File: src/hdl/rrwd_pkg.sv
// Shared types and codes of the round-robin worker dispatcher.
// No dependencies; used by rrwd_scan and round_robin_worker_dispatcher_core.
package rrwd_pkg;

	localparam int unsigned MAX_WORKERS_DEF = 16;

	typedef enum logic [1:0] {
		REQ_PUT    = 2'd0,
		REQ_NOTIFY = 2'd1,
		REQ_GET    = 2'd2,
		REQ_INDONE = 2'd3
	} req_type_t;

	typedef enum logic [2:0] {
		STATUS_ACCEPTED   = 3'd0,
		STATUS_DISPATCHED = 3'd1,
		STATUS_COLLECTED  = 3'd2,
		STATUS_NO_FREE    = 3'd3,
		STATUS_NONE_READY = 3'd4,
		STATUS_FINISHED   = 3'd5,
		STATUS_BAD_INDEX  = 3'd6
	} status_t;

	typedef enum logic [1:0] {
		S_IDLE,
		S_EXEC,
		S_SCAN
	} fsm_t;

	typedef struct packed {
		req_type_t   req_type;
		logic [3:0]  worker_index;
		logic [15:0] request_tag;
	} in_item_t;

	typedef struct packed {
		logic [2:0]  status;
		logic [3:0]  chosen_worker;
		logic [15:0] tag_out;
	} out_item_t;

	typedef struct packed {
		logic done;
		logic found;
	} scan_sts_t;

	localparam logic [0:0] REG_ACTIVE_WORKERS = 1'b0;

endpackage

File: src/hdl/rrwd_scan.sv
// Iterative round-robin bit scan: tests one mask bit per cycle from a start index.
// Depends on rrwd_pkg.
module rrwd_scan #(
	parameter int unsigned MAX_WORKERS = rrwd_pkg::MAX_WORKERS_DEF,
	parameter int unsigned IW = $clog2(MAX_WORKERS),
	parameter int unsigned NW = (IW + 1 > 5) ? IW + 1 : 5
) (
	input  logic                   clk,
	input  logic                   arst_n,
	input  logic                   go,
	input  logic [MAX_WORKERS-1:0] mask,
	input  logic [IW-1:0]          start_idx,
	input  logic [NW-1:0]          n,
	output logic [IW-1:0]          idx,
	output rrwd_pkg::scan_sts_t    sts
);

	logic          run_q;
	logic [IW-1:0] idx_q;
	logic [NW-1:0] cnt_q;
	logic          hit;
	logic          last;
	logic [IW-1:0] idx_nxt;

	assign hit  = mask[idx_q];
	assign last = (cnt_q == NW'(1));
	assign idx_nxt = (NW'(idx_q) + NW'(1) >= n) ? '0 : IW'(NW'(idx_q) + NW'(1));

	always_ff @(posedge clk or negedge arst_n) begin
		if (!arst_n) begin
			run_q <= 1'b0;
			idx_q <= '0;
			cnt_q <= '0;
		end else if (go) begin
			run_q <= 1'b1;
			idx_q <= (NW'(start_idx) >= n) ? '0 : start_idx;
			cnt_q <= n;
		end else if (run_q) begin
			if (hit || last) begin
				run_q <= 1'b0;
			end else begin
				idx_q <= idx_nxt;
				cnt_q <= cnt_q - NW'(1);
			end
		end
	end

	assign idx       = idx_q;
	assign sts.done  = run_q && (hit || last);
	assign sts.found = run_q && hit;

	a_scan_bounded: assert property (@(posedge clk) disable iff (!arst_n)
		run_q |-> (cnt_q != '0) && (NW'(idx_q) < n))
		else $error("scan ran past the active range");

	a_scan_found_hit: assert property (@(posedge clk) disable iff (!arst_n)
		sts.found |-> mask[idx_q] && sts.done)
		else $error("scan reported a clear bit");

endmodule

File: src/hdl/round_robin_worker_dispatcher_core.sv
// Top level of the round-robin worker dispatcher: sequencer, worker masks, APB register.
// Depends on rrwd_pkg and rrwd_scan.
//
// Channel   Direction  Handshake                        Payload
// command   in         start & !busy                    item (in_item_t)
// result    out        strobe, one cycle, no stall      result (out_item_t)
// config    in         psel & penable & pwrite (APB)    pwdata -> active_workers
//
// A notify, an input-done and a finished get go from start through the exec state to the strobe.
// A put or a get that scans tests at most n worker bits, n the active worker count:
// the scan unit tests one worker bit per cycle from the rotating pointer.
// strobe rises in the cycle busy falls; a new transaction may start in that cycle.
// Reset frees all workers, clears done bits, pointers and counts, sets the active worker register to 16.
module round_robin_worker_dispatcher_core #(
	parameter int unsigned MAX_WORKERS = rrwd_pkg::MAX_WORKERS_DEF
) (
	input  logic                clk,
	input  logic                arst_n,
	input  logic                start,
	input  rrwd_pkg::in_item_t  item,
	output logic                busy,
	output logic                strobe,
	output rrwd_pkg::out_item_t result,
	input  logic                psel,
	input  logic                penable,
	input  logic                pwrite,
	input  logic [2:0]          paddr,
	input  logic [31:0]         pwdata,
	output logic [31:0]         prdata,
	output logic                pready
);

	localparam int unsigned IW = $clog2(MAX_WORKERS);
	localparam int unsigned NW = (IW + 1 > 5) ? IW + 1 : 5;
	localparam logic [NW-1:0] MAXN = NW'(MAX_WORKERS);

	rrwd_pkg::fsm_t      state_q, state_d;
	rrwd_pkg::in_item_t  item_q;
	rrwd_pkg::out_item_t result_q, res_d;
	logic                strobe_q;

	logic [4:0]             active_q;
	logic [MAX_WORKERS-1:0] free_mask_q;
	logic [MAX_WORKERS-1:0] done_mask_q;
	logic [IW-1:0]          put_ptr_q;
	logic [IW-1:0]          get_ptr_q;
	logic [31:0]            issued_q;
	logic [31:0]            collected_q;
	logic                   in_fin_q;

	logic [NW-1:0] n;
	logic [NW-1:0] widx_w;
	logic [IW-1:0] widx;
	logic          notify_bad;
	logic          get_fin;
	logic          is_put;
	logic          go;
	logic          fin;
	logic          do_put;
	logic          do_notify;
	logic          do_get;
	logic          do_indone;
	logic [IW-1:0] scan_idx;
	logic [IW-1:0] scan_nxt;
	rrwd_pkg::scan_sts_t scan_sts;
	logic          cfg_wr;

	assign n = (active_q == 5'd0) ? NW'(1) : ((NW'(active_q) > MAXN) ? MAXN : NW'(active_q));

	assign widx_w     = NW'(item_q.worker_index);
	assign widx       = widx_w[IW-1:0];
	assign notify_bad = (widx_w >= n) || done_mask_q[widx] || free_mask_q[widx];
	assign get_fin    = in_fin_q && (issued_q == collected_q);
	assign is_put     = (item_q.req_type == rrwd_pkg::REQ_PUT);
	assign scan_nxt   = (NW'(scan_idx) + NW'(1) >= n) ? '0 : IW'(NW'(scan_idx) + NW'(1));

	rrwd_scan #(
		.MAX_WORKERS(MAX_WORKERS),
		.IW(IW),
		.NW(NW)
	) u_scan (
		.clk(clk),
		.arst_n(arst_n),
		.go(go),
		.mask(is_put ? free_mask_q : done_mask_q),
		.start_idx(is_put ? put_ptr_q : get_ptr_q),
		.n(n),
		.idx(scan_idx),
		.sts(scan_sts)
	);

	always_comb begin
		state_d = state_q;
		case (state_q)
			rrwd_pkg::S_IDLE: begin
				if (start) state_d = rrwd_pkg::S_EXEC;
			end
			rrwd_pkg::S_EXEC: begin
				if (is_put || (item_q.req_type == rrwd_pkg::REQ_GET && !get_fin)) begin
					state_d = rrwd_pkg::S_SCAN;
				end else begin
					state_d = rrwd_pkg::S_IDLE;
				end
			end
			rrwd_pkg::S_SCAN: begin
				if (scan_sts.done) state_d = rrwd_pkg::S_IDLE;
			end
			default: state_d = rrwd_pkg::S_IDLE;
		endcase
	end

	always_comb begin
		go        = 1'b0;
		fin       = 1'b0;
		do_put    = 1'b0;
		do_notify = 1'b0;
		do_get    = 1'b0;
		do_indone = 1'b0;
		res_d     = '0;
		case (state_q)
			rrwd_pkg::S_EXEC: begin
				case (item_q.req_type)
					rrwd_pkg::REQ_PUT: go = 1'b1;
					rrwd_pkg::REQ_NOTIFY: begin
						fin = 1'b1;
						if (notify_bad) begin
							res_d.status = rrwd_pkg::STATUS_BAD_INDEX;
						end else begin
							do_notify           = 1'b1;
							res_d.status        = rrwd_pkg::STATUS_ACCEPTED;
							res_d.chosen_worker = 4'(widx);
						end
					end
					rrwd_pkg::REQ_GET: begin
						if (get_fin) begin
							fin          = 1'b1;
							res_d.status = rrwd_pkg::STATUS_FINISHED;
						end else begin
							go = 1'b1;
						end
					end
					rrwd_pkg::REQ_INDONE: begin
						fin          = 1'b1;
						do_indone    = 1'b1;
						res_d.status = rrwd_pkg::STATUS_ACCEPTED;
					end
					default: ;
				endcase
			end
			rrwd_pkg::S_SCAN: begin
				if (scan_sts.done) begin
					fin = 1'b1;
					if (is_put) begin
						if (scan_sts.found) begin
							do_put              = 1'b1;
							res_d.status        = rrwd_pkg::STATUS_DISPATCHED;
							res_d.chosen_worker = 4'(scan_idx);
							res_d.tag_out       = item_q.request_tag;
						end else begin
							res_d.status = rrwd_pkg::STATUS_NO_FREE;
						end
					end else begin
						if (scan_sts.found) begin
							do_get              = 1'b1;
							res_d.status        = rrwd_pkg::STATUS_COLLECTED;
							res_d.chosen_worker = 4'(scan_idx);
						end else begin
							res_d.status = rrwd_pkg::STATUS_NONE_READY;
						end
					end
				end
			end
			default: ;
		endcase
	end

	always_ff @(posedge clk or negedge arst_n) begin
		if (!arst_n) begin
			state_q     <= rrwd_pkg::S_IDLE;
			strobe_q    <= 1'b0;
			free_mask_q <= '1;
			done_mask_q <= '0;
			put_ptr_q   <= '0;
			get_ptr_q   <= '0;
			issued_q    <= '0;
			collected_q <= '0;
			in_fin_q    <= 1'b0;
		end else begin
			state_q  <= state_d;
			strobe_q <= fin;
			if (do_put) begin
				free_mask_q[scan_idx] <= 1'b0;
				issued_q              <= issued_q + 32'd1;
				put_ptr_q             <= scan_nxt;
			end
			if (do_notify) done_mask_q[widx] <= 1'b1;
			if (do_get) begin
				done_mask_q[scan_idx] <= 1'b0;
				free_mask_q[scan_idx] <= 1'b1;
				collected_q           <= collected_q + 32'd1;
				get_ptr_q             <= scan_nxt;
			end
			if (do_indone) in_fin_q <= 1'b1;
		end
	end

	always_ff @(posedge clk) begin
		if (state_q == rrwd_pkg::S_IDLE && start) item_q <= item;
		if (fin) result_q <= res_d;
	end

	assign cfg_wr = psel && penable && pwrite && (paddr[2] == rrwd_pkg::REG_ACTIVE_WORKERS);

	always_ff @(posedge clk or negedge arst_n) begin
		if (!arst_n) begin
			active_q <= 5'd16;
		end else if (cfg_wr) begin
			active_q <= pwdata[4:0];
		end
	end

	assign prdata = (paddr[2] == rrwd_pkg::REG_ACTIVE_WORKERS) ? {27'd0, active_q} : 32'd0;
	assign pready = 1'b1;
	assign busy   = (state_q != rrwd_pkg::S_IDLE);
	assign strobe = strobe_q;
	assign result = result_q;

	a_busy_fall_strobe: assert property (@(posedge clk) disable iff (!arst_n)
		$fell(busy) |-> strobe)
		else $error("transaction ended without a result");

	a_done_not_free: assert property (@(posedge clk) disable iff (!arst_n)
		(done_mask_q & free_mask_q) == '0)
		else $error("worker both free and done");

	a_collect_count: assert property (@(posedge clk) disable iff (!arst_n)
		strobe && result.status == rrwd_pkg::STATUS_COLLECTED
		|-> collected_q == $past(collected_q) + 32'd1)
		else $error("collect did not advance count");

	a_dispatch_count: assert property (@(posedge clk) disable iff (!arst_n)
		strobe && result.status == rrwd_pkg::STATUS_DISPATCHED
		|-> issued_q == $past(issued_q) + 32'd1)
		else $error("dispatch did not advance count");

endmodule
File: config.mk
export PLATFORM = sky130hd
export DESIGN_NAME = round_robin_worker_dispatcher_core
export DESIGN_NICKNAME = d
export VERILOG_FILES = /design/src/hdl/rrwd_pkg.sv /design/src/hdl/rrwd_scan.sv /design/src/hdl/round_robin_worker_dispatcher_core.sv
export SDC_FILE = /design/constraint.sdc
export NUM_CORES = 1
export LEC_CHECK = 0
export ABC_AREA = 1
export BUFFER_PORTS_ARGS = -buffer_cell sky130_fd_sc_hd__buf_2
export CORE_UTILIZATION = 45
export DETAILED_ROUTE_END_ITERATION = 8
export GPL_ROUTABILITY_DRIVEN = 0
export GPL_TIMING_DRIVEN = 0
export PLACE_DENSITY_LB_ADDON = 0.15
export SLEW_MARGIN = 15
export SYNTH_ARGS = -nofsm -noshare
export SYNTH_HDL_FRONTEND = slang
export SYNTH_HIERARCHICAL = 1
export SYNTH_SLANG_ARGS = --single-unit
File: constraint.sdc
create_clock -name clk -period 10.4 [get_ports clk]
set_clock_uncertainty 0.1 [all_clocks]
set_input_delay 2.08 -clock clk [delete_from_list [all_inputs] [get_ports clk]]
set_output_delay 2.08 -clock clk [all_outputs]
set_load 0.01 [all_outputs]
==> impl_metrics.yaml, run 1 <==
layout:
  final_nets: 1468
  final_core_util: 0.521
  syn_to_final_growth_pct: 13.6
  fillers: 2095
  diodes: 0
  instances_no_fill: 1661
  drive_gt1_frac: 0.145
  multi_input_area_mm2: 0.00456
  seqCellArea_mm2: 0.00445
clock_network:
  root_buffer: "clkbuf_16"
  cts_tree: "built"
  cts_buffers: 17
  post_cts_buffers: 0
  path_clk_slew_ns: 0.07
  insertion_delay_ns: 0.44
  cts_buffer_depth: 2
  cts_max_level: 4
  cts_resized: 0
  clock_sinks: 168
  holdBufCountCts: 0
sta:
  hold_violations: 0
  tightestPinTransition_ns: 0.834
  finalCritPeriodShare: 0.464
  fmax_mhz: 207
  slew_violations: 0
  max_slew_margin: 0.443
  setup_viol: 0
  rsz0062_at_grt: "false"
  setup_tns_ns: 0
  period_minus_slack_ns: 4.82
global_route:
  grt_max_degree: 78
  met2_usage: 0.340
  top_usage_layer: "met2"
  grt_pass1_vias: 7618
  track_usage: 0.221
  grt.overflow.total: 0
  use_met3: 0.0334
  grt_antenna_before_repair: 0
  met1_usage: 0.319
  grt_pass1_wl_um: 38800
critical_path:
  start_kind: "flop"
  crit_arrival_ns: 5.05
  slowest_stage: "clkbuf_1"
  path_max_fanout: 10
  crit_type: "reg2reg"
  reg2reg_slack_ns: 5.58
  reg2regPathDepth: 23
  slowest_delay_ns: 0.51
  reg2reg_from: "item_q[21]"
  worstPathCellList: "inv_1 > ha_1 > clkbuf_1 > clkbuf_1 > nand2_1 > o21ai_0 > inv_1 > nand2_1 > nand3_1 > nand3_1 > nand3_2 > a21oi_1 > ha_1 > inv_1 > nor2_8 > inv_2 > nor2_4 > nand2_2 > nor2_2 > nand3_1 > nor2_1 > nand4_1 > xor2_1"
  r2r_end: "issued_q[25]"
  crit_required_ns: 10.63
  crit_buf_inv: 6
  cp-end-kind: "flop"
  critPathTopFamily: "simple AND/OR/NAND/NOR gates"
logic_synthesis:
  synth_cells: 1259
  ys_seq_area_frac: 0.445
  synth_xor_area_frac: 0.0613
  syn_area_per_cell_um2: 7.95
  synth_common_cells: "275 x nand2_1, 190 x inv_1, 150 x nor2_1"
  synth_top_family_by_area: "simple AND/OR/NAND/NOR gates"
  synth_area_mm2: 0.0100
  synth_cell_types: 46
  synth-simple-area-share: 0.276
  yosys.area.top_type_share: 0.265
  synth_fa_ha_area_frac: 0.0463
  ys_top_cells_by_area: "dfrtp_1 27%, edfxtp_1 14%, nand2_1 10%"
  synth_largest_area_cell: "dfrtp_1"
  yosysMostFrequentCell: "nand2_1"
  synthMuxAreaShare: 0
  yosysWarnings: 6
  synth_ff_type: "dfrtp_1"
  synth-compound-area-share: 0.0605
  ys_ff_latch: 168
  async_flop_share: 0.732
  synth_edf_count: 45
detailed_routing:
  drt-initial-drc-count: 610
  drt_first_pass_iters: 5
  dr_total_vias: 8289
  drt-total-wl_um: 23800
  ant_nets: 0
  drc: 0
  route.detailed.wl_per_inst_um: 14.3
  vias_per_cell: 4.99
hold_path:
  hold_path_class: "reg2reg"
  min_delay_path_depth: 2
  hp-start: "in_fin_q"
  hold_end: "in_fin_q"
floorplan:
  design.core.area_mm2: 0.0218
  die_h_um: 151
  io_pins: 121
  die_area_mm2: 0.0228
  initial_core_util: 0.458
  dieWidth_um: 151
  rows: 54
placed_design:
  dp_cells: 1629
  dp_hpwl_um: 17800
  io_buffers: 63
run:
  cap_violations: 0
pwr:
  p_clk_frac: 0.272
  power_density_mw_per_mm2: 192
  p_int_mw: 1.35
  pwr-share-comb: 0.333
  max-vdd-ir-drop_uv: 94.6
  p_leak_nw: 5.47
  pwr-share-seq: 0.395
  p_sw_frac: 0.384
  netSwitchingPower_uw: 840
run_status:
  outcome: "finished, final reports clean"
==> area by class of cell <==
| cell class | instances | share of cell area |
|---|---|---|
| Tap cell | 280 | 0.0308 |
| Inverter | 200 | 0.0662 |
| Clock inverter | 15 | 0.0109 |
| Sequential cell | 168 | 0.392 |
| Clock buffer | 17 | 0.0374 |
| Timing Repair Buffer | 64 | 0.0307 |
| Buffer | 55 | 0.0307 |
| Multi-Input combinational cell | 862 | 0.401 |
==> power by group through the flow <==
stage / registers (mW) / logic, mW / clock network, mW
2_1_floorplan: 0.865 / 0.514 / 0
3_3_place_gp: 0.874 / 0.709 / 0
3_5_place_dp: 0.874 / 0.723 / 0
4_1_cts: 0.862 / 0.727 / 0.606
5_1_grt: 0.874 / 0.826 / 0.637
6_report: 0.862 / 0.729 / 0.594
==> state kept, by name, indices dropped and copies added (netlist names) <==
signal	flops
active_q	5
get_ptr_q	4
u_scan/cnt_q	5
widx	4
put_ptr_q	4
item_q	18
collected_q	32
result	23
free_mask_q	16
strobe	1
state_q	2
u_scan/idx	4
in_fin_q	1
u_scan/run_q	1
done_mask_q	16
issued_q	32
==> worst max path at each step <==
stage,from,to,slack [ns],cells past startpoint
floorplan,paddr[2],prdata[0],5.97,1
global placement,item_q[20],result[18],5.23,16
detailed placement,item_q[21],issued_q[25],5.73,23
CTS,item_q[21],issued_q[25],5.70,23
global route,item_q[21],issued_q[25],5.18,23
finish,item_q[21],issued_q[25],5.58,23
==> cells by family (layout without fill, tap and decap cells) <==
logic type | after synthesis | after routing
simple gates | 610 | 610
buf+inv | 255 | 351
flops | 168 | 168
compound gates | 117 | 117
xor+xnor | 70 | 70
fa+ha+maj | 37 | 37
other cells | 2 | 28
==> placed cells by master (no fill, tap or decap), drive strengths merged <==
cell type / n
nand3b: 1
conb: 28
a21o: 1
xor2: 62
nand2: 283
a22oi: 2
dfstp: 17
buf: 102
nor3: 27
xnor2: 8
clkinv: 9
nand4: 30
clkbuf: 34
o221a: 1
and3: 1
edfxtp: 45
a21boi: 1
dfrtp: 106
inv: 202
and2: 1
a21oi: 37
nor2: 159
o22ai: 3
nor3b: 1
o21ai: 72
or2: 1
nand3: 103
nor4: 3
ha: 37
clkinvlp: 4
==> worst reg2reg max path, stage by stage (launching register included) <==
cell	delay (ns)
edfxtp_1	0.43
inv_1	0.10
ha_1	0.23
clkbuf_1	0.48
clkbuf_1	0.51
nand2_1	0.11
o21ai_0	0.12
inv_1	0.11
nand2_1	0.07
nand3_1	0.08
nand3_1	0.12
nand3_2	0.16
a21oi_1	0.40
ha_1	0.21
inv_1	0.09
nor2_8	0.21
inv_2	0.16
nor2_4	0.13
nand2_2	0.09
nor2_2	0.17
nand3_1	0.13
nor2_1	0.20
nand4_1	0.15
xor2_1	0.16
==> layer usage <==
| metal | part of all wire | vias to the layer above |
|---|---|---|
| li1 | - | 4156 |
| met1 | 0.48 | 3865 |
| met2 | 0.44 | 235 |
| met3 | 0.058 | 33 |
| met4 | 0.018 | 0 |
| met5 | 0 | - |
==> through the flow <==
| step | worst slack [ns] | cell area [um^2] | power, mW | hold WS, ns |
|---|---|---|---|---|
| after floorplan | 5.97 | 10100 | 1.38 | 0.321 |
| after global routing | 5.18 | 11400 | 2.34 | 0.388 |
| after global placement | 5.23 | 10800 | 1.58 | 0.337 |
| final | 5.58 | 11400 | 2.19 | 0.361 |
| after detailed placement | 5.73 | 10800 | 1.60 | 0.351 |
| after CTS | 5.70 | 11400 | 2.19 | 0.366 |
Note: power is estimated with default switching activity, not from simulation.
==> run 2: changes to the inputs <==
clock period = 4.85 ns   (was 10.4 ns; I/O delays follow)
==> run 2 against run 1 <==
Die area unchanged. Combinational power up 110%. Via count down 0.45%. Sequential cell count unchanged. Count of clock-buffer cells in the layout unchanged.
==> impl_metrics.yaml, run 2 (synthesis results as in run 1) <==
layout:
  instances_no_fill: 1661
  final_area_mm2: 0.0114
  seqCellArea_mm2: 0.00445
  final_core_util: 0.521
  syn_to_final_growth_pct: 13.6
  final_common_cell: "nand2_1"
  multi_input_area_mm2: 0.00456
  drive_gt1_frac: 0.147
  fillers: 2093
  diodes: 0
  layout_common_cells: "275 x nand2_1, 190 x inv_1, 150 x nor2_1"
  final_nets: 1468
critical_path:
  cp-end-kind: "flop"
  crit_type: "reg2reg"
  start_kind: "flop"
  slowest_stage: "edfxtp_1"
  reg2regPathDepth: 23
  worstPathCellList: "inv_1 > ha_1 > clkbuf_2 > clkbuf_2 > nand2_1 > o21ai_0 > inv_1 > nand2_1 > nand3_1 > nand3_1 > nand3_2 > a21oi_1 > ha_1 > inv_1 > nor2_8 > inv_2 > nor2_4 > nand2_2 > nor2_2 > nand3_1 > nor2_1 > nand4_1 > xor2_1"
  crit_required_ns: 5.08
  path_max_fanout: 10
  slowest_delay_ns: 0.43
  crit_arrival_ns: 4.65
global_route:
  use_met3: 0.0334
  track_usage: 0.221
  met2_usage: 0.340
  grt_pass1_vias: 7618
  met1_usage: 0.319
  grt.overflow.total: 0
  top_usage_layer: "met2"
  grt_max_degree: 78
  grt_antenna_before_repair: 0
  grt_pass1_wl_um: 38800
pwr:
  max-vdd-ir-drop_uv: 203
  netSwitchingPower_mw: 1.80
  p_clk_frac: 0.272
  p_sw_frac: 0.384
  pwr-share-comb: 0.334
  p_int_mw: 2.89
  p_leak_nw: 5.48
  power_density_mw_per_mm2: 413
  pwr-share-seq: 0.394
detailed_routing:
  drt-initial-drc-count: 620
  drc: 0
  drt_first_pass_iters: 5
  vias_per_cell: 4.97
  drt-total-wl_um: 23800
  route.detailed.wl_per_inst_um: 14.3
  dr_total_vias: 8252
  ant_nets: 0
sta:
  period_minus_slack_ns: 4.42
  tightestPinTransition_ns: 0.835
  hold_violations: 0
  slew_violations: 0
  max_slew_margin: 0.443
  setup_viol: 0
  fmax_mhz: 226
  setup_tns_ns: 0
  rsz0062_at_grt: "false"
  finalCritPeriodShare: 0.911
clock_network:
  cts_max_level: 4
  holdBufCountCts: 0
  cts_buffer_depth: 2
  post_cts_buffers: 0
  root_buffer: "clkbuf_16"
  path_clk_slew_ns: 0.07
  insertion_delay_ns: 0.44
  cts_resized: 0
  clock_sinks: 168
  cts_buffers: 17
  cts_tree: "built"
floorplan:
  design.core.area_mm2: 0.0218
  rows: 54
  die_h_um: 151
  dieWidth_um: 151
  die_area_mm2: 0.0228
  initial_core_util: 0.458
  io_pins: 121
placed_design:
  dp_hpwl_um: 17800
  io_buffers: 63
  dp_cells: 1629
  dpl_cell_area_mm2: 0.0108
run_status:
  outcome: "finished, final reports clean"
hold_path:
  min_delay_path_depth: 2
  hold_path_class: "reg2reg"
run:
  cap_violations: 0
[run 2: cell count changes in the layout (fill, tap and decap cells not counted)]
cell	change
clkbuf_2	+3
clkbuf_1	-3
[run 2: through the flow]
step           total power [mW]  hold slack [ns]  setup slack, ns
6_report                   4.69            0.361            0.430
5_1_grt                    5.01            0.388           0.0274
3_3_place_gp               3.39            0.337           -0.325
3_5_place_dp               3.42            0.351            0.176
2_1_floorplan              2.96            0.321             1.03
4_1_cts                    4.71            0.366            0.148
[run 2: layer usage]
metal,up-vias,wire length (um)
li1,4157,-
met1,3846,11600
met2,220,10600
met3,29,1300
met4,0,385
met5,-,0
[run 2: final timing paths]
kind	startpoint	endpoint	slack [ns]
worst max register to register	item_q[21]	issued_q[25]	0.43
worst min register to register	in_fin_q	in_fin_q	0.36
worst max-delay path	item_q[21]	issued_q[25]	0.43
worst min-delay path	in_fin_q	in_fin_q	0.36
min in group asynchronous	arst_n	collected_q[26]	0.46
max in group asynchronous	arst_n	free_mask_q[14]	3.40
[run 2: power by group through the flow]
stage	Sequential, mW	Clock (mW)	Combinational (mW)
4_1_cts	1.85	1.30	1.56
3_5_place_dp	1.87	0	1.55
2_1_floorplan	1.86	0	1.10
6_report	1.85	1.28	1.56
3_3_place_gp	1.87	0	1.52
5_1_grt	1.87	1.37	1.77
[run 2: cell type report]
type	count	share of cell area
timing repair buffer	64	0.0307
buffer	55	0.0310
tap	280	0.0308
inverter	200	0.0662
multi-input combinational	862	0.401
clock buffer	17	0.0374
clock inverter	15	0.0109
sequential	168	0.392
[run 2: critical path, delay by kind of cell, from the launching register on]
kind                     cells  cell delay [ns]
AO/OA/AOI/OAI                2             0.50
buffers and inverters        6             1.08
flip-flops                   1             0.43
XOR/XNOR                     1             0.16
AND/OR/NAND/NOR             12             1.57
adder cells (fa/ha/maj)      2             0.44
